**config.mk**
```make
export PLATFORM = sky130hd
export DESIGN_NAME = sioc_ram
export DESIGN_NICKNAME = d
export VERILOG_FILES = /design/src/design/sioc_ram.sv
export SDC_FILE = /design/constraint.sdc
export NUM_CORES = 1
export LEC_CHECK = 0
export ABC_AREA = 1
export CAP_MARGIN = 20
export CORE_ASPECT_RATIO = 0.9
export CORE_MARGIN = 2
export CORE_UTILIZATION = 63
export DETAILED_ROUTE_END_ITERATION = 8
export DONT_BUFFER_PORTS = 1
export MAX_ROUTING_LAYER = met4
export PLACE_DENSITY_LB_ADDON = 0.25
export SLEW_MARGIN = 10
export SYNTH_ARGS = -nofsm -noshare
export SYNTH_HDL_FRONTEND = slang
export SYNTH_SLANG_ARGS = --single-unit
```
**constraint.sdc**
```tcl
create_clock -name clk_i -period 1.9 [get_ports clk_i]
set_input_delay 0.095 -clock clk_i [delete_from_list [all_inputs] [get_ports clk_i]]
set_output_delay 0.095 -clock clk_i [all_outputs]
set_load 0.005 [all_outputs]
```
**src/design/sioc_ram.sv**
```systemverilog
`default_nettype none
module sioc_ram #(
  parameter int unsigned WIDTH = 8,
  parameter int unsigned DEPTH = 48
) (
  input  wire logic                     clk_i,
  input  wire logic                     we_i,
  input  wire logic [$clog2(DEPTH)-1:0] waddr_i,
  input  wire logic [WIDTH-1:0]         wdata_i,
  input  wire logic                     re_i,
  input  wire logic [$clog2(DEPTH)-1:0] raddr_i,
  output logic      [WIDTH-1:0]         rdata_o
);

  logic [WIDTH-1:0] mem_q [DEPTH];
  logic [WIDTH-1:0] rdata_q;

  always_ff @(posedge clk_i) begin
    if (we_i) begin
      mem_q[waddr_i] <= wdata_i;
    end
    if (re_i) begin
      rdata_q <= mem_q[raddr_i];
    end
  end

  assign rdata_o = rdata_q;

endmodule
`default_nettype wire

```
==> impl_metrics.toml <==
[global_routing]
grt.overflow.total = 0
wire_length_of_the_first_global_routing_pass_um = 58100
grt_start_max_net_pins = 194
grtUsageTotal_pct = 30.04
vias_in_the_first_global_route = 10191
grt_antenna_before_repair = 1

[sta]
timing.clock.skew_ps = 9.113
worst_slew_pin_slew_ps = 638.5
report.final.slew_viol_count = 0
hold_viol_final = 0
max-slew-margin-rel_pct = 57.29
grt_setup_unrepaired = "false"
setup_viol_count_final = 0
fin_crit_sh_pct = 96.05
hold_slack_ps = 6.888
period_minus_slack_ps = 1825
fin_tns_setup_ps = 0
fmax_ghz = 0.5480

[synthesis]
async_flop_share_pct = 0
netlist_area_um2 = 15930
synth.ff_latch_count = 392
synth_enable_flop_cells = 392
ys_top_cells_by_count = "sky130_fd_sc_hd__edfxtp_1, sky130_fd_sc_hd__nand2_1, sky130_fd_sc_hd__nand3_1"
post-synth-top-area-cell = "sky130_fd_sc_hd__edfxtp_1"
post_synth_inst_count = 1331
primary_flip_flop_cell_chosen_by_synthesis_mapping = "sky130_fd_sc_hd__edfxtp_1"
yosysMostFrequentCell = "sky130_fd_sc_hd__edfxtp_1"
yosys_synthesis_warning_count = 0
synth.top_cells.by_area = "sky130_fd_sc_hd__edfxtp_1, sky130_fd_sc_hd__nand2_1, sky130_fd_sc_hd__nand3_1"
synth.distinct_cells = 17
syn_nets = 1354
synth_top_cell_area_share_pct = 73.88
synth.yosys.seq_area_share_pct = 73.88
syn_avg_cell_area_um2 = 11.97

[placement]
dpl.hpwl_um = 20680
gp_routability_congestion = 0.8787
place_inst = 1655
count_of_buffers_inserted_at_the_top_level_ports = 0

[power]
total_power_mw = 18.14
part_of_the_power_in_the_clock_network_pct = 41.7
leakagePower_nw = 6.395
power_density_relative_to_cell_area_nw_per_um2 = 1003
seqPwrFrac_pct = 53.1
power.net_switching_mw = 3.763
p_comb_share_pct = 5.2
peakVddDrop_uv = 1410
internal_power_mw = 14.38
sw_frac_of_total_pct = 20.74

[worst_setup_path]
worst-endpoint-arrival_ps = 2090
timing.critical_path.fanout_max = 1
worstSetupEndpointType = "flop"
data_required_critical_path_ps = 2170
regToRegEndpoint = "rdata_o[5]"
crit-reg2reg-launch = "mem_q[21][5]"
worst-r2r-cell-count = 9
worstSetupPathType = "reg2reg"
worstSetupStartpointType = "flop"
regToRegSetupSlack_ps = 80

[finish]
drive_gt1_share_pct = 9.433
nNetsFinal = 1404
flow.area_growth_from_synthesis_pct = 13.45
layout.cells.non_filler = 1753
n_fill_cell = 1599

[floorplanning]
ioPinCount = 31
die_w_um = 171.6
die-area_um2 = 26580
std_cell_rows = 55
die_h_um = 154.9
core-area_um2 = 24980
floorplan.initialDensity_pct = 63.78

[detailed_routing]
drcViolationCount = 0
finalWirelength_um = 37860
via_count = 10519
detail-route-antenna-nets = 0
drtIter0Drc = 1370
vias_per_cell = 6.001
drt_first_pass_iters = 5
avgRoutedWirePerCell_um = 21.60

[run_status]
run_status = "complete, no violations"

[min_path]
min_delay_startpoint = "raddr_i[3]"
number_of_cells_on_the_worst_hold_path = 4
holdPathEnd = "rdata_o[6]"
min_path_type = "in2reg"

[clock_tree]
clkTransAtPathRegs_ps = 60
clockRootBuffer = "sky130_fd_sc_hd__clkbuf_16"
cts.repair_timing.setup_buffer_count = 0
tritoncts = "done"
cts_buffers = 39
worstSkewPairLatency_ps = 510
buffer_levels_on_the_longest_clock_path = 3
clock_sinks = 392
number_of_h_tree_levels = 2

[run]
max_cap_viol_count = 0
==> layout make-up <==
cell class | instances | area (um^2) | share of cell area, %
multi-input cells | 839 | 3670 | 20.30
repair buffers | 89 | 865.8 | 4.790
clock buffers | 48 | 1052 | 5.821
clock inverters | 22 | 209.0 | 1.156
flip-flops and latches | 392 | 11770 | 65.12
inverters | 20 | 77.57 | 0.4292
well taps | 342 | 427.9 | 2.367
diodes | 1 | 2.502 | 0.01384
==> power by group through the flow <==
| stage | Clock (mW) | Sequential [mW] | Combinational, mW |
|---|---|---|---|
| floorplan | 0 | 9.80 | 0.615 |
| CTS | 7.60 | 9.63 | 0.934 |
| global route | 7.93 | 9.63 | 1.04 |
| global placement | 0 | 9.81 | 0.686 |
| finish | 7.57 | 9.63 | 0.944 |
| detailed placement | 0 | 9.81 | 0.701 |
==> flip-flops by register name, indices dropped and copies added, names as in the netlist <==
| name | cells |
|---|---|
| mem_q | 384 |
| rdata_o | 8 |
==> logic make-up after synthesis <==
kind of cell	after synthesis	share of synthesized area (%)
AND/OR/NAND/NOR	743	19.44
flip-flops	392	73.88
buffers and inverters	100	3.165
AO/OA/AOI/OAI	96	3.518
==> routing by layer <==
metal	vias up	part of all wire, %	GRT usage (%)
met2	581	47	45.69
met1	5010	40	42.09
met3	98	11	5.749
met5	-	0	-
met4	0	2.6	8.918
li1	4830	-	-
==> placed cells by master (no fill, tap or decap) <==
cell type and instances:
sky130_fd_sc_hd__diode_2 1, sky130_fd_sc_hd__clkbuf_1 7, sky130_fd_sc_hd__o211ai_1 32, sky130_fd_sc_hd__nand3_2 2, sky130_fd_sc_hd__clkinvlp_4 2, sky130_fd_sc_hd__inv_2 1
sky130_fd_sc_hd__clkbuf_16 41, sky130_fd_sc_hd__o21ai_0 60, sky130_fd_sc_hd__bufinv_16 4, sky130_fd_sc_hd__clkinv_2 11, sky130_fd_sc_hd__nor2_1 145, sky130_fd_sc_hd__nor3_1 8
sky130_fd_sc_hd__buf_4 58, sky130_fd_sc_hd__nand4_1 1, sky130_fd_sc_hd__inv_4 1, sky130_fd_sc_hd__edfxtp_1 392, sky130_fd_sc_hd__nand2_1 352, sky130_fd_sc_hd__dlygate4sd3_1 19
sky130_fd_sc_hd__nand3_1 234, sky130_fd_sc_hd__inv_1 18, sky130_fd_sc_hd__nand2_2 1, sky130_fd_sc_hd__buf_12 12, sky130_fd_sc_hd__o21ai_1 4, sky130_fd_sc_hd__clkinv_1 5
==> worst max-delay path by stage <==
| stage | to | depth (start not counted) | startpoint | slack [ps] |
|---|---|---|---|---|
| floorplan | mem_q[32][0] | 3 | we_i | 460 |
| global placement | rdata_o[6] | 10 | raddr_i[0] | 390 |
| detailed placement | rdata_o[6] | 10 | raddr_i[0] | 350 |
| CTS | rdata_o[6] | 9 | mem_q[7][6] | 20 |
| global route | rdata_o[5] | 9 | mem_q[31][5] | 4 |
| finish | rdata_o[5] | 9 | mem_q[21][5] | 80 |
==> worst max-delay path, stage by stage (launching register included) <==
cell,delay [ps]
sky130_fd_sc_hd__edfxtp_1,380
sky130_fd_sc_hd__nand2_1,80
sky130_fd_sc_hd__nand3_1,90
sky130_fd_sc_hd__nand3_1,100
sky130_fd_sc_hd__nand2_1,70
sky130_fd_sc_hd__nand2_1,60
sky130_fd_sc_hd__nand3_1,80
sky130_fd_sc_hd__dlygate4sd3_1,590
sky130_fd_sc_hd__nand3_1,80
sky130_fd_sc_hd__nand2_1,60
==> through the flow <==
step,cell area [um^2],utilization [%],setup WS (ps)
final,18080,72.36,75.10
after global routing,18080,72.36,3.754
after detailed placement,16450,65.85,352.9
after floorplan,15930,-,458.2
after global placement,16450,65.85,386.7
after CTS,18060,72.30,24.75
==> timing repair <==
action / in CTS / in global routing
hold buffers: 27 / 1
endpoints found under the hold margin: 403 / 1
setup endpoints to repair: 0 / 1
gates resized for setup: 0 / 5
Note: power is estimated with default switching activity, not from simulation.
