`config.mk`:
```
export PLATFORM = sky130hd
export DESIGN_NAME = sioc_init
export DESIGN_NICKNAME = d
export VERILOG_FILES = /design/src/design/sioc_pkg.sv /design/src/design/sioc_init.sv
export SDC_FILE = /design/constraint.sdc
export NUM_CORES = 1
export LEC_CHECK = 0
export BUFFER_PORTS_ARGS = -buffer_cell sky130_fd_sc_hd__buf_2
export CAP_MARGIN = 20
export CELL_PAD_IN_SITES_DETAIL_PLACEMENT = 0
export CELL_PAD_IN_SITES_GLOBAL_PLACEMENT = 1
export CORE_MARGIN = 2
export CORE_UTILIZATION = 25
export DETAILED_ROUTE_END_ITERATION = 7
export HOLD_SLACK_MARGIN = 0.15
export PLACE_DENSITY_LB_ADDON = 0.1
export SYNTH_ARGS = -nofsm -noshare
export SYNTH_HDL_FRONTEND = slang
export SYNTH_SLANG_ARGS = --single-unit
```
`constraint.sdc`:
```
create_clock -name clk_i -period 4.15 [get_ports clk_i]
set_clock_uncertainty 0.05 [all_clocks]
set_input_delay 1.0375 -clock clk_i [delete_from_list [all_inputs] [get_ports clk_i]]
set_output_delay 1.0375 -clock clk_i [all_outputs]
set_load 0.01 [all_outputs]
```
`src/design/sioc_pkg.sv`:
```
`default_nettype none
package sioc_pkg;

  localparam int unsigned BANK_COUNT_DEF = 16;
  localparam int unsigned GLOBAL_REGS    = 48;
  localparam int unsigned BANK_REGS      = 208;

  localparam logic [7:0] KEY_ENTER   = 8'h87;
  localparam logic [7:0] KEY_EXIT    = 8'haa;
  localparam logic [7:0] BANK_BASE   = 8'h30;
  localparam logic [7:0] LOCK_REG    = 8'h26;
  localparam int unsigned LOCK_BIT   = 5;
  localparam logic [7:0] DEV_SEL_REG = 8'h07;
  localparam logic [7:0] IDLE_READ   = 8'hff;

  localparam int unsigned GAW = $clog2(GLOBAL_REGS);

  typedef enum logic [1:0] {
    MODE_IDLE,
    MODE_KEY,
    MODE_CONFIG
  } mode_e;

  typedef enum logic [1:0] {
    SRC_IMM,
    SRC_GLOB,
    SRC_BANK
  } src_e;

  typedef struct packed {
    logic           glob_we;
    logic           glob_re;
    logic [GAW-1:0] glob_addr;
    logic           bank_we;
    logic           bank_re;
    logic [7:0]     bank_dev;
    logic [7:0]     bank_offs;
    logic [7:0]     wdata;
  } mem_req_t;

  typedef struct packed {
    src_e       src;
    logic [7:0] imm;
    logic       glob_valid;
    logic       mode;
  } stage_t;

  typedef struct packed {
    logic       busy;
    logic [7:0] bank;
    logic [7:0] offs;
    logic [7:0] wdata;
  } init_t;

  function automatic logic [7:0] glob_reset(input logic [GAW-1:0] idx);
    logic [7:0] val;
    unique case (idx)
      6'h20:   val = 8'h97;
      6'h21:   val = 8'h71;
      6'h22:   val = 8'hff;
      6'h24:   val = 8'ha4;
      default: val = 8'h00;
    endcase
    return val;
  endfunction

  function automatic logic [7:0] bank_reset(input logic [7:0] bank, input logic [7:0] offs);
    logic [7:0] val;
    unique case ({bank, offs})
      16'h0000: val = 8'h01;  16'h0001: val = 8'h02;  16'h0030: val = 8'h03;
      16'h0031: val = 8'hf0;  16'h0040: val = 8'h06;  16'h0041: val = 8'h02;
      16'h0044: val = 8'h02;  16'h00c0: val = 8'h0e;
      16'h0100: val = 8'h01;  16'h0101: val = 8'h02;  16'h0130: val = 8'h03;
      16'h0131: val = 8'h78;  16'h0140: val = 8'h07;  16'h0141: val = 8'h01;
      16'h0144: val = 8'h04;  16'h01c0: val = 8'h3c;
      16'h0200: val = 8'h01;  16'h0201: val = 8'h02;  16'h0230: val = 8'h03;
      16'h0231: val = 8'hf8;  16'h0240: val = 8'h04;  16'h0241: val = 8'h02;
      16'h0300: val = 8'h01;  16'h0301: val = 8'h02;  16'h0330: val = 8'h02;
      16'h0331: val = 8'hf8;  16'h0340: val = 8'h03;  16'h0341: val = 8'h02;
      16'h0400: val = 8'h01;  16'h0401: val = 8'h02;  16'h0430: val = 8'h00;
      16'h0431: val = 8'h70;  16'h0440: val = 8'h08;  16'h0441: val = 8'h02;
      16'h0500: val = 8'h01;  16'h0501: val = 8'h02;  16'h0530: val = 8'h00;
      16'h0531: val = 8'h60;  16'h0532: val = 8'h00;  16'h0533: val = 8'h64;
      16'h0540: val = 8'h01;  16'h0541: val = 8'h02;  16'h0542: val = 8'h0c;
      16'h0543: val = 8'h02;  16'h05c0: val = 8'h40;
      16'h0601: val = 8'h02;  16'h0641: val = 8'h02;  16'h0644: val = 8'h04;
      16'h0645: val = 8'h04;
      16'h0701: val = 8'h02;  16'h0741: val = 8'h02;  16'h0743: val = 8'h02;
      16'h07b0: val = 8'h01;  16'h07b1: val = 8'h01;  16'h07b2: val = 8'h01;
      16'h07b3: val = 8'h01;  16'h07b4: val = 8'h01;  16'h07b5: val = 8'h01;
      16'h07b6: val = 8'h01;
      16'h0801: val = 8'h02;  16'h0841: val = 8'h02;  16'h0843: val = 8'h02;
      16'h08b8: val = 8'h01;  16'h08b9: val = 8'h01;  16'h08ba: val = 8'h01;
      16'h08bb: val = 8'h01;  16'h08bc: val = 8'h01;  16'h08bd: val = 8'h01;
      16'h08be: val = 8'h01;  16'h08bf: val = 8'h01;
      default:  val = 8'h00;
    endcase
    return val;
  endfunction

endpackage
`default_nettype wire

```
`src/design/sioc_init.sv`:
```
`default_nettype none
module sioc_init #(
  parameter int unsigned BANK_COUNT = sioc_pkg::BANK_COUNT_DEF
) (
  input  wire logic            clk_i,
  input  wire logic            rst_ni,
  output sioc_pkg::init_t      init_o
);

  localparam int unsigned BW = $clog2(BANK_COUNT);
  localparam logic [BW-1:0] LAST_BANK = BW'(BANK_COUNT - 1);
  localparam logic [7:0] LAST_OFFS = 8'(sioc_pkg::BANK_REGS - 1);

  logic          busy_q, busy_d;
  logic [BW-1:0] bank_q, bank_d;
  logic [7:0]    offs_q, offs_d;

  always_ff @(posedge clk_i or negedge rst_ni) begin
    if (!rst_ni) begin
      busy_q <= 1'b1;
      bank_q <= '0;
      offs_q <= '0;
    end else begin
      busy_q <= busy_d;
      bank_q <= bank_d;
      offs_q <= offs_d;
    end
  end

  always_comb begin
    busy_d = busy_q;
    bank_d = bank_q;
    offs_d = offs_q;
    if (busy_q) begin
      if (offs_q == LAST_OFFS) begin
        offs_d = '0;
        if (bank_q == LAST_BANK) begin
          busy_d = 1'b0;
        end else begin
          bank_d = bank_q + 1'b1;
        end
      end else begin
        offs_d = offs_q + 1'b1;
      end
    end
  end

  assign init_o.busy  = busy_q;
  assign init_o.bank  = 8'(bank_q);
  assign init_o.offs  = offs_q;
  assign init_o.wdata = sioc_pkg::bank_reset(8'(bank_q), offs_q);

endmodule
`default_nettype wire

```
==> metrics.txt <==
commonest non-fill, non-tap cell in the layout=buf_2; n_diodes=0; r2r setup slk=2.27 ns; Starting Density=26.2%; asr flop ratio synth=100%; hold crit path type=reg2reg; worst skew pair latency=0.24 ns; worst r2r src=bank_q[0]; CTS tree=done; final hold vios=0; RSZ-0062 raised after global routing=false; LEAKAGE=0.681 nW; post-route ant nets=0; Die Wd=77.6 µm; Post-Syn Area=1350 µm²; Final Max Tran Viols=0; routability cong.=0.800; dominant synthesized flop cell=dfrtp_1; final net count=186; root buf cell=clkbuf_8; Max clock buf depth=2; fill count=588; largest net degree at the start of global routing=16; I/O Buffers=22; Placement Setup Slack=1.03 ns; Rows=26; xor/xnor share of the synthesized area=4.53%; setup ws final=0.753 ns; Synth Area in Simple Gates=30.2%; leading cell types in the layout, fill and taps excluded=buf_2 (22), nand2_1 (15), nor2_1 (12), dfrtp_1 (12), ha_1 (9); Seq cells post-synth=13; Max Clk Rate=294 MHz; M1 GR Usage=17.3%; Slew @ Worst Pin=0.574 ns; utilization after layout=28.6%; mux contribution to synthesized area=3.14%; post-synth cell types=50; Worst Setup End Kind=output pin; CTS Hold Bufs=0; clock buffer count from CTS=3; DIE HEIGHT=77.6 µm; clock sink count=13; Post-CTS Setup Bufs=0; number of warnings issued by yosys=0; dpl hpwl=2720 µm; num ports=27; crit path launch type=flip-flop; status=complete, no violations; worst r2r dst=bank_q[1]; WL/cell=15.1 µm; Post-route DRC=0; Clock Pin Slew Worst Setup and Hold Paths=0.06 ns; Mapped Cells=163; largest family of logic cells by synthesized area=simple AND/OR/NAND/NOR gates; Initial DRC Count=74; Mean Syn Cell Area=8.31 µm²; max_slew headroom=61.7%; Final Critical Period=3.40 ns; GRT Util Overall=12.6%; initial antenna violation count=0; Critical Path Sink=init_o[1]; Final setup viols=0; grt met3 use=1.74%; vias per cell=4.90; Core ar.=5170 µm²; Post-Synth Adder-Cell Area=8.32%; first-pass detailed-route iteration total=4; post-cts sizing count=0; first-pass GRT wire length=6070 µm; Max-Cap Viols=0; Worst Path Arrival=2.31 ns; Reg2Reg Depth=4; vias in the first global route=1,181; Detailed Route WL=3700 µm; WS Path Type=reg2out; Post-synth EDFFs=0; compound-gate portion of the synthesized area=17.8%; Power Dens Cells=166 nW/µm²; GR met2 Demand/Resource=19.7%; Required @ worst endpoint=3.06 ns; global routing's busiest layer=met2; # H-tree levels=1; peak supply drop=0.0858 mV; setup TNS=0 ns; Worst Setup SP=bank_q[0]; Vias=1,196; crit share post-route=81.9%; share of layout cells above drive strength 1=19.5%; post-synthesis sequential area ratio=24.1%; die area=6020 µm²; GRT overflow=0; CP Max Fanout=10; Area Growth Syn to Fin=9.43%
per-stage QoR:
step | power (mW) | hold slack, ns | area [µm²] | instances
final | 0.246 | 0.490 | 1480 | 244
after global routing | 0.261 | 0.508 | 1480 | 244
after CTS | 0.253 | 0.490 | 1480 | 244
after detailed placement | 0.134 | 0.481 | 1440 | 240
after global placement | 0.134 | 0.482 | 1440 | 240
after floorplan | 0.133 | 0.540 | 1370 | 166
where the power goes:
group,internal (mW),switching (mW),total [mW]
clock,0.0679,0.0470,0.115
sequential,0.127,0,0.127
combinational,0.000344,0.00420,0.00454
total,0.195,0.0512,0.246
cell families (layout without fill, tap and decap cells):
kind of cell	count (synthesis)	count (layout)
buffers and inverters	26	34
AND/OR/NAND/NOR	69	69
adder cells (fa/ha/maj)	9	9
other	1	4
AO/OA/AOI/OAI	34	34
multiplexers	4	4
XOR/XNOR	7	7
flip-flops	13	13
worst max-delay path: stages, from the launching register on:
cell	delay, ns
dfrtp_1	0.45
inv_1	0.09
ha_1	0.33
nor3_1	0.33
a21boi_0	0.23
a211oi_1	0.06
or4_1	0.42
buf_2	0.15
cell usage after synthesis (all sizes together) (2+ instances only):
cell | n | area share (%)
xor2 | 4 | 2.6
nor3b | 2 | 1.9
nor3 | 5 | 1.8
or4 | 2 | 1.1
nand4 | 8 | 3.7
ha | 9 | 8.3
dfrtp | 12 | 22
nand3 | 5 | 1.8
or3 | 2 | 0.92
o221ai | 2 | 1.3
o21a | 2 | 1.1
o211ai | 4 | 2.2
mux2 | 2 | 1.7
xnor2 | 3 | 1.9
o21ai | 6 | 2.2
nor2 | 13 | 4.2
mux2i | 2 | 1.5
nor2b | 3 | 1.4
inv | 8 | 2.2
nand2b | 3 | 1.4
a211oi | 4 | 2.2
nand2 | 15 | 4.2
buf | 16 | 8.8
nand3b | 2 | 1.1
a31oi | 2 | 0.92
and3 | 3 | 1.5
clkbuf | 2 | 0.55
a21oi | 5 | 1.8
worst min path at each step:
| stage | from | to | slack [ns] | cells after the start |
|---|---|---|---|---|
| 2_1_floorplan | bank_q[0] | bank_q[0] | 0.54 | 1 |
| 3_3_place_gp | busy_q | busy_q | 0.48 | 1 |
| 3_5_place_dp | busy_q | busy_q | 0.48 | 1 |
| 4_1_cts | busy_q | busy_q | 0.49 | 1 |
| 5_1_grt | busy_q | busy_q | 0.51 | 1 |
| 6_report | busy_q | busy_q | 0.49 | 1 |
final cells by class:
type                       count  area, µm²  area share, %
multi-input combinational    127        882           59.5
sequential                    13        327           22.0
timing repair buffer          22        110           7.43
tap                           70       87.6           5.91
clock buffer                   4       45.0           3.04
inverter                       8       30.0           2.03
registers in the layout (all words and copies together) (netlist names):
name and flops:
busy_q 1, bank_q 4, offs_q 8
routing by layer:
layer,vias up,wire [µm]
li1,598,-
met5,-,0
met4,0,65
met2,24,1690
met1,567,1810
met3,7,129
(Power assumes the default switching activity.)
