File: config.mk
export PLATFORM = sky130hd
export DESIGN_NAME = sioc_decode
export DESIGN_NICKNAME = d
export VERILOG_FILES = /design/src/design/sioc_pkg.sv /design/src/design/sioc_decode.sv
export SDC_FILE = /design/constraint.sdc
export NUM_CORES = 1
export LEC_CHECK = 0
export ABC_CLOCK_PERIOD_IN_PS = 7030
export BUFFER_PORTS_ARGS = -buffer_cell sky130_fd_sc_hd__buf_2
export CAP_MARGIN = 20
export CORE_ASPECT_RATIO = 0.9
export CORE_MARGIN = 2
export CORE_UTILIZATION = 45
export CTS_BUF_LIST = sky130_fd_sc_hd__clkbuf_4 sky130_fd_sc_hd__clkbuf_8
export DETAILED_ROUTE_END_ITERATION = 8
export HOLD_SLACK_MARGIN = 0.05
export PLACE_DENSITY_LB_ADDON = 0.15
export SYNTH_ARGS = -nofsm -noshare
export SYNTH_HDL_FRONTEND = slang
export SYNTH_SLANG_ARGS = --single-unit
File: constraint.sdc
create_clock -name clk_i -period 7.03 [get_ports clk_i]
set_input_delay 2.109 -clock clk_i [delete_from_list [all_inputs] [get_ports clk_i]]
set_output_delay 2.109 -clock clk_i [all_outputs]
set_load 0.02 [all_outputs]
File: src/design/sioc_pkg.sv
`default_nettype none
package sioc_pkg;

  localparam int unsigned BANK_COUNT_DEF = 16;
  localparam int unsigned GLOBAL_REGS    = 48;
  localparam int unsigned BANK_REGS      = 208;

  localparam logic [7:0] KEY_ENTER   = 8'h87;
  localparam logic [7:0] KEY_EXIT    = 8'haa;
  localparam logic [7:0] BANK_BASE   = 8'h30;
  localparam logic [7:0] LOCK_REG    = 8'h26;
  localparam int unsigned LOCK_BIT   = 5;
  localparam logic [7:0] DEV_SEL_REG = 8'h07;
  localparam logic [7:0] IDLE_READ   = 8'hff;

  localparam int unsigned GAW = $clog2(GLOBAL_REGS);

  typedef enum logic [1:0] {
    MODE_IDLE,
    MODE_KEY,
    MODE_CONFIG
  } mode_e;

  typedef enum logic [1:0] {
    SRC_IMM,
    SRC_GLOB,
    SRC_BANK
  } src_e;

  typedef struct packed {
    logic           glob_we;
    logic           glob_re;
    logic [GAW-1:0] glob_addr;
    logic           bank_we;
    logic           bank_re;
    logic [7:0]     bank_dev;
    logic [7:0]     bank_offs;
    logic [7:0]     wdata;
  } mem_req_t;

  typedef struct packed {
    src_e       src;
    logic [7:0] imm;
    logic       glob_valid;
    logic       mode;
  } stage_t;

  typedef struct packed {
    logic       busy;
    logic [7:0] bank;
    logic [7:0] offs;
    logic [7:0] wdata;
  } init_t;

  function automatic logic [7:0] glob_reset(input logic [GAW-1:0] idx);
    logic [7:0] val;
    unique case (idx)
      6'h20:   val = 8'h97;
      6'h21:   val = 8'h71;
      6'h22:   val = 8'hff;
      6'h24:   val = 8'ha4;
      default: val = 8'h00;
    endcase
    return val;
  endfunction

  function automatic logic [7:0] bank_reset(input logic [7:0] bank, input logic [7:0] offs);
    logic [7:0] val;
    unique case ({bank, offs})
      16'h0000: val = 8'h01;  16'h0001: val = 8'h02;  16'h0030: val = 8'h03;
      16'h0031: val = 8'hf0;  16'h0040: val = 8'h06;  16'h0041: val = 8'h02;
      16'h0044: val = 8'h02;  16'h00c0: val = 8'h0e;
      16'h0100: val = 8'h01;  16'h0101: val = 8'h02;  16'h0130: val = 8'h03;
      16'h0131: val = 8'h78;  16'h0140: val = 8'h07;  16'h0141: val = 8'h01;
      16'h0144: val = 8'h04;  16'h01c0: val = 8'h3c;
      16'h0200: val = 8'h01;  16'h0201: val = 8'h02;  16'h0230: val = 8'h03;
      16'h0231: val = 8'hf8;  16'h0240: val = 8'h04;  16'h0241: val = 8'h02;
      16'h0300: val = 8'h01;  16'h0301: val = 8'h02;  16'h0330: val = 8'h02;
      16'h0331: val = 8'hf8;  16'h0340: val = 8'h03;  16'h0341: val = 8'h02;
      16'h0400: val = 8'h01;  16'h0401: val = 8'h02;  16'h0430: val = 8'h00;
      16'h0431: val = 8'h70;  16'h0440: val = 8'h08;  16'h0441: val = 8'h02;
      16'h0500: val = 8'h01;  16'h0501: val = 8'h02;  16'h0530: val = 8'h00;
      16'h0531: val = 8'h60;  16'h0532: val = 8'h00;  16'h0533: val = 8'h64;
      16'h0540: val = 8'h01;  16'h0541: val = 8'h02;  16'h0542: val = 8'h0c;
      16'h0543: val = 8'h02;  16'h05c0: val = 8'h40;
      16'h0601: val = 8'h02;  16'h0641: val = 8'h02;  16'h0644: val = 8'h04;
      16'h0645: val = 8'h04;
      16'h0701: val = 8'h02;  16'h0741: val = 8'h02;  16'h0743: val = 8'h02;
      16'h07b0: val = 8'h01;  16'h07b1: val = 8'h01;  16'h07b2: val = 8'h01;
      16'h07b3: val = 8'h01;  16'h07b4: val = 8'h01;  16'h07b5: val = 8'h01;
      16'h07b6: val = 8'h01;
      16'h0801: val = 8'h02;  16'h0841: val = 8'h02;  16'h0843: val = 8'h02;
      16'h08b8: val = 8'h01;  16'h08b9: val = 8'h01;  16'h08ba: val = 8'h01;
      16'h08bb: val = 8'h01;  16'h08bc: val = 8'h01;  16'h08bd: val = 8'h01;
      16'h08be: val = 8'h01;  16'h08bf: val = 8'h01;
      default:  val = 8'h00;
    endcase
    return val;
  endfunction

endpackage
`default_nettype wire

File: src/design/sioc_decode.sv
`default_nettype none
module sioc_decode #(
  parameter int unsigned BANK_COUNT = sioc_pkg::BANK_COUNT_DEF
) (
  input  wire logic        clk_i,
  input  wire logic        rst_ni,
  input  wire logic        accept_i,
  input  wire logic        op_i,
  input  wire logic        data_port_i,
  input  wire logic [7:0]  write_data_i,
  output sioc_pkg::mem_req_t req_o,
  output sioc_pkg::stage_t   stage_o
);

  sioc_pkg::mode_e                    mode_q, mode_d;
  logic [7:0]                         index_q, index_d;
  logic [7:0]                         dev_q, dev_d;
  logic                               blocked_q, blocked_d;
  logic [sioc_pkg::GLOBAL_REGS-1:0]   gvalid_q, gvalid_d;

  logic                      is_glob;
  logic [sioc_pkg::GAW-1:0]  gidx;
  logic                      dev_ok;
  logic                      in_cfg;

  always_ff @(posedge clk_i or negedge rst_ni) begin
    if (!rst_ni) begin
      mode_q    <= sioc_pkg::MODE_IDLE;
      index_q   <= '0;
      dev_q     <= '0;
      blocked_q <= 1'b0;
      gvalid_q  <= '0;
    end else begin
      mode_q    <= mode_d;
      index_q   <= index_d;
      dev_q     <= dev_d;
      blocked_q <= blocked_d;
      gvalid_q  <= gvalid_d;
    end
  end

  assign is_glob = index_q < sioc_pkg::BANK_BASE;
  assign gidx    = index_q[sioc_pkg::GAW-1:0];
  assign dev_ok  = {1'b0, dev_q} < 9'(BANK_COUNT);
  assign in_cfg  = mode_q == sioc_pkg::MODE_CONFIG;

  always_comb begin
    mode_d    = mode_q;
    index_d   = index_q;
    dev_d     = dev_q;
    blocked_d = blocked_q;
    gvalid_d  = gvalid_q;

    req_o.glob_we   = 1'b0;
    req_o.glob_re   = 1'b0;
    req_o.glob_addr = gidx;
    req_o.bank_we   = 1'b0;
    req_o.bank_re   = 1'b0;
    req_o.bank_dev  = dev_q;
    req_o.bank_offs = index_q - sioc_pkg::BANK_BASE;
    req_o.wdata     = write_data_i;

    stage_o.src        = sioc_pkg::SRC_IMM;
    stage_o.imm        = 8'h00;
    stage_o.glob_valid = 1'b0;

    if (accept_i) begin
      if (op_i) begin
        if (!data_port_i) begin
          if (!in_cfg) begin
            if (write_data_i == sioc_pkg::KEY_ENTER) begin
              mode_d = (mode_q == sioc_pkg::MODE_KEY) ? sioc_pkg::MODE_CONFIG
                                                      : sioc_pkg::MODE_KEY;
            end else begin
              mode_d = sioc_pkg::MODE_IDLE;
            end
          end else if (write_data_i == sioc_pkg::KEY_EXIT) begin
            mode_d = sioc_pkg::MODE_IDLE;
          end else begin
            index_d = write_data_i;
          end
        end else if (in_cfg && !blocked_q) begin
          if (is_glob) begin
            req_o.glob_we  = 1'b1;
            gvalid_d[gidx] = 1'b1;
            if (index_q == sioc_pkg::DEV_SEL_REG) begin
              dev_d = write_data_i;
            end
            if (index_q == sioc_pkg::LOCK_REG) begin
              blocked_d = write_data_i[sioc_pkg::LOCK_BIT];
            end
          end else if (dev_ok) begin
            req_o.bank_we = 1'b1;
          end
        end
      end else begin
        stage_o.imm = sioc_pkg::IDLE_READ;
        if (in_cfg) begin
          if (!data_port_i) begin
            stage_o.imm = index_q;
          end else if (!blocked_q) begin
            if (is_glob) begin
              req_o.glob_re      = 1'b1;
              stage_o.src        = sioc_pkg::SRC_GLOB;
              stage_o.imm        = sioc_pkg::glob_reset(gidx);
              stage_o.glob_valid = gvalid_q[gidx];
            end else if (dev_ok) begin
              req_o.bank_re = 1'b1;
              stage_o.src   = sioc_pkg::SRC_BANK;
            end
          end
        end
      end
    end

    stage_o.mode = mode_d == sioc_pkg::MODE_CONFIG;
  end

endmodule
`default_nettype wire

==> qor.yml <==
vias: 2530
drt-pass1-iter-count: 5
post_drt_wl_per_cell_um: 18.4
powerDensity_nw_per_um2: 191
power.total_mw: 0.737
h-tree-depth: 3
crit_required_ps: 4920
max-vdd-ir-drop_uv: 120
ys_ff_latch: 67
async_flop_share_pct: 100
path_class: "in -> out"
cp_max_fo: 4
end_kind: "output pin"
ctsResizeCount: 0
post-dp-hpwl_um: 5710
critPathMaxStageDelay_ps: 390
io_buffers: 58
clkLatencyLatePin_ps: 340
clock_skew_ps: 10.0
drt_first_iter_violations: 187
ff2ff_setup_slack_ps: 4480
fin_util_pct: 51.7
areaGrowthSynthToFinish_pct: 12.1
clk_path_buf_depth: 2
hold_ws_ps: 472
p_leak_nw: 1.82
cts_buffers: 9
rows: 30
die-area_sq_um: 8380
grt_use_total_pct: 21.9
clock_sinks: 67
drive_gt1_share_pct: 27.8
grt-ovfl-total: 0
cts_hold_buffers: 0
cp.arrival_ps: 3650
ys_types: 49
synth_ff_type: "dfrtp_1"
syn_inst: 314
final_antenna_net_count: 0
yosys-top-cells-area: "dfrtp_1 (49%), o21bai_1 (10%), buf_4 (4.4%)"
grt_pass1_wl_um: 13500
min_period_ps: 5760
setup_viol: 0
clkTransAtPathRegs_ps: 70
nets: 369
slew_viol_final: 0
relSlewSlack_pct: 40.6
syn_area_sq_um: 3450
cts_tree: "built"
grt_max_degree: 68
syn_area_per_cell_sq_um: 11.0
syn-num-nets: 332
synth_top_area_share_pct: 48.6
crit_buf_inv: 2
rsz0062_at_grt: "false"
crit_family: "simple AND/OR/NAND/NOR gates"
yosys.area.top_type: "dfrtp_1"
fp.dieH_um: 87.0
gp_congestion: 0.819
drt_wl_total_um: 8300
fmax_mhz: 174
status: "completed"
root_buffer: "clkbuf_8"
finalHoldViolCount: 0
synth_edf_count: 0
fp.dieW_um: 96.3
period_share_pct: 81.9
start_util_pct: 46.2
core_sq_um: 7470
first_global_vias: 2458
viasPerCell: 5.60
cap_violations: 0
crit_chain: "buf_2 > nor4bb_1 > nand3_1 > nor3b_1 > a211o_1 > a21boi_0 > buf_2"
min_path_type: "reg -> reg"
io_pins: 59
seq_area_frac_synth_pct: 48.6
worst_slew_pin_slew_ps: 891
start_kind: "input port"
num_antenna_cells: 0
grt_antenna_before_repair: 0
ys_warn_count: 0
setup_tns_ps: 0
drc: 0
postCtsSetupRepairBufs: 0
cp_common_cell: "buf_2"
crit_slowest_cell: "nor4bb_1"
## layer usage
metal	part of all wire (%)	wire length [um]	track usage (%)	vias up
li1	-	-	-	1185
met1	48	3990	33.4	1269
met2	46	3830	30.9	72
met3	5.3	436	5.37	4
met4	0.53	44	6.36	0
met5	0	0	0	-
## synthesized netlist by cell type (2+ instances only)
| library cell | n |
|---|---|
| a211oi_1 | 2 |
| a21boi_0 | 2 |
| a21oi_1 | 11 |
| a22o_1 | 2 |
| a31oi_1 | 2 |
| a32oi_1 | 2 |
| a41oi_1 | 2 |
| buf_1 | 3 |
| buf_2 | 4 |
| buf_4 | 20 |
| clkbuf_1 | 7 |
| dfrtp_1 | 67 |
| ha_1 | 5 |
| inv_1 | 5 |
| mux2_2 | 4 |
| mux2_4 | 7 |
| mux2i_1 | 7 |
| mux4_2 | 6 |
| nand2_1 | 29 |
| nand2b_1 | 6 |
| nand3_1 | 12 |
| nand3b_1 | 2 |
| nor2_1 | 11 |
| nor2b_1 | 7 |
| nor3b_1 | 3 |
| nor4bb_1 | 2 |
| o211ai_1 | 3 |
| o21ai_0 | 13 |
| o21bai_1 | 48 |
## per-stage QoR
step	setup slack (ps)	instances	instance area [sq um]
floorplan	1500	314	3450
global placement	1320	436	3660
detailed placement	1290	436	3660
CTS	1280	452	3860
global route	1170	452	3860
finish	1270	452	3860
## state kept, by name (all words and copies together) (netlist names)
name,flops
blocked_q,1
gvalid_q,48
dev_q,8
mode_q,2
index_q,8
## area by class of cell
type	instances	area, sq um
fill	672	3600
sequential	67	1680
multi-input combinational	206	1530
timing repair buffer	61	313
clock buffer	10	138
tap	96	120
clock inverter	6	65.1
inverter	6	22.5
## kinds of logic after synthesis
group	synth area share, %
DFF	48.6
adders and majority gates	1.81
AOI/OAI and AO/OA	19.4
buffers and inverters	7.00
xor gates and xnor gates	0.508
muxes	10.3
and+or+nand+nor	12.3
## path summary, 6_finish.rpt
check	to	from	depth (start not counted)
hold / removal	gvalid_q[26]$_DFFE_PN0P_	gvalid_q[26]$_DFFE_PN0P_	1
setup / recovery	stage_o[0]	write_data_i[4]	7
max in group asynchronous	gvalid_q[32]$_DFFE_PN0P_	rst_ni	2
min in group asynchronous	gvalid_q[41]$_DFFE_PN0P_	rst_ni	2
hold reg to reg	gvalid_q[26]$_DFFE_PN0P_	gvalid_q[26]$_DFFE_PN0P_	1
setup reg to reg	gvalid_q[38]$_DFFE_PN0P_	index_q[5]$_DFFE_PN0P_	6
## placed cells by master (no fill, tap or decap), types with 3 or more instances in the layout
master,synthesis,layout
buf_2,4,58
mux2_4,7,7
mux2i_1,7,7
a21oi_1,11,11
nor2_1,11,11
inv_1,5,5
buf_4,20,3
o21bai_1,48,48
mux2_2,4,4
mux4_2,6,6
o211ai_1,3,3
nor2b_1,7,7
nand2b_1,6,6
nand2_1,29,29
o21ai_0,13,13
ha_1,5,5
clkbuf_8,0,10
dfrtp_1,67,67
nand3_1,12,12
nor3b_1,3,3
## report_power, final
| part | switching (mW) | internal, mW | total, mW |
|---|---|---|---|
| registers | 0.000181 | 0.385 | 0.385 |
| logic | 0.0230 | 0.00832 | 0.0313 |
| clock network | 0.146 | 0.173 | 0.320 |
| total | 0.170 | 0.567 | 0.737 |
(Power assumes the default switching activity.)
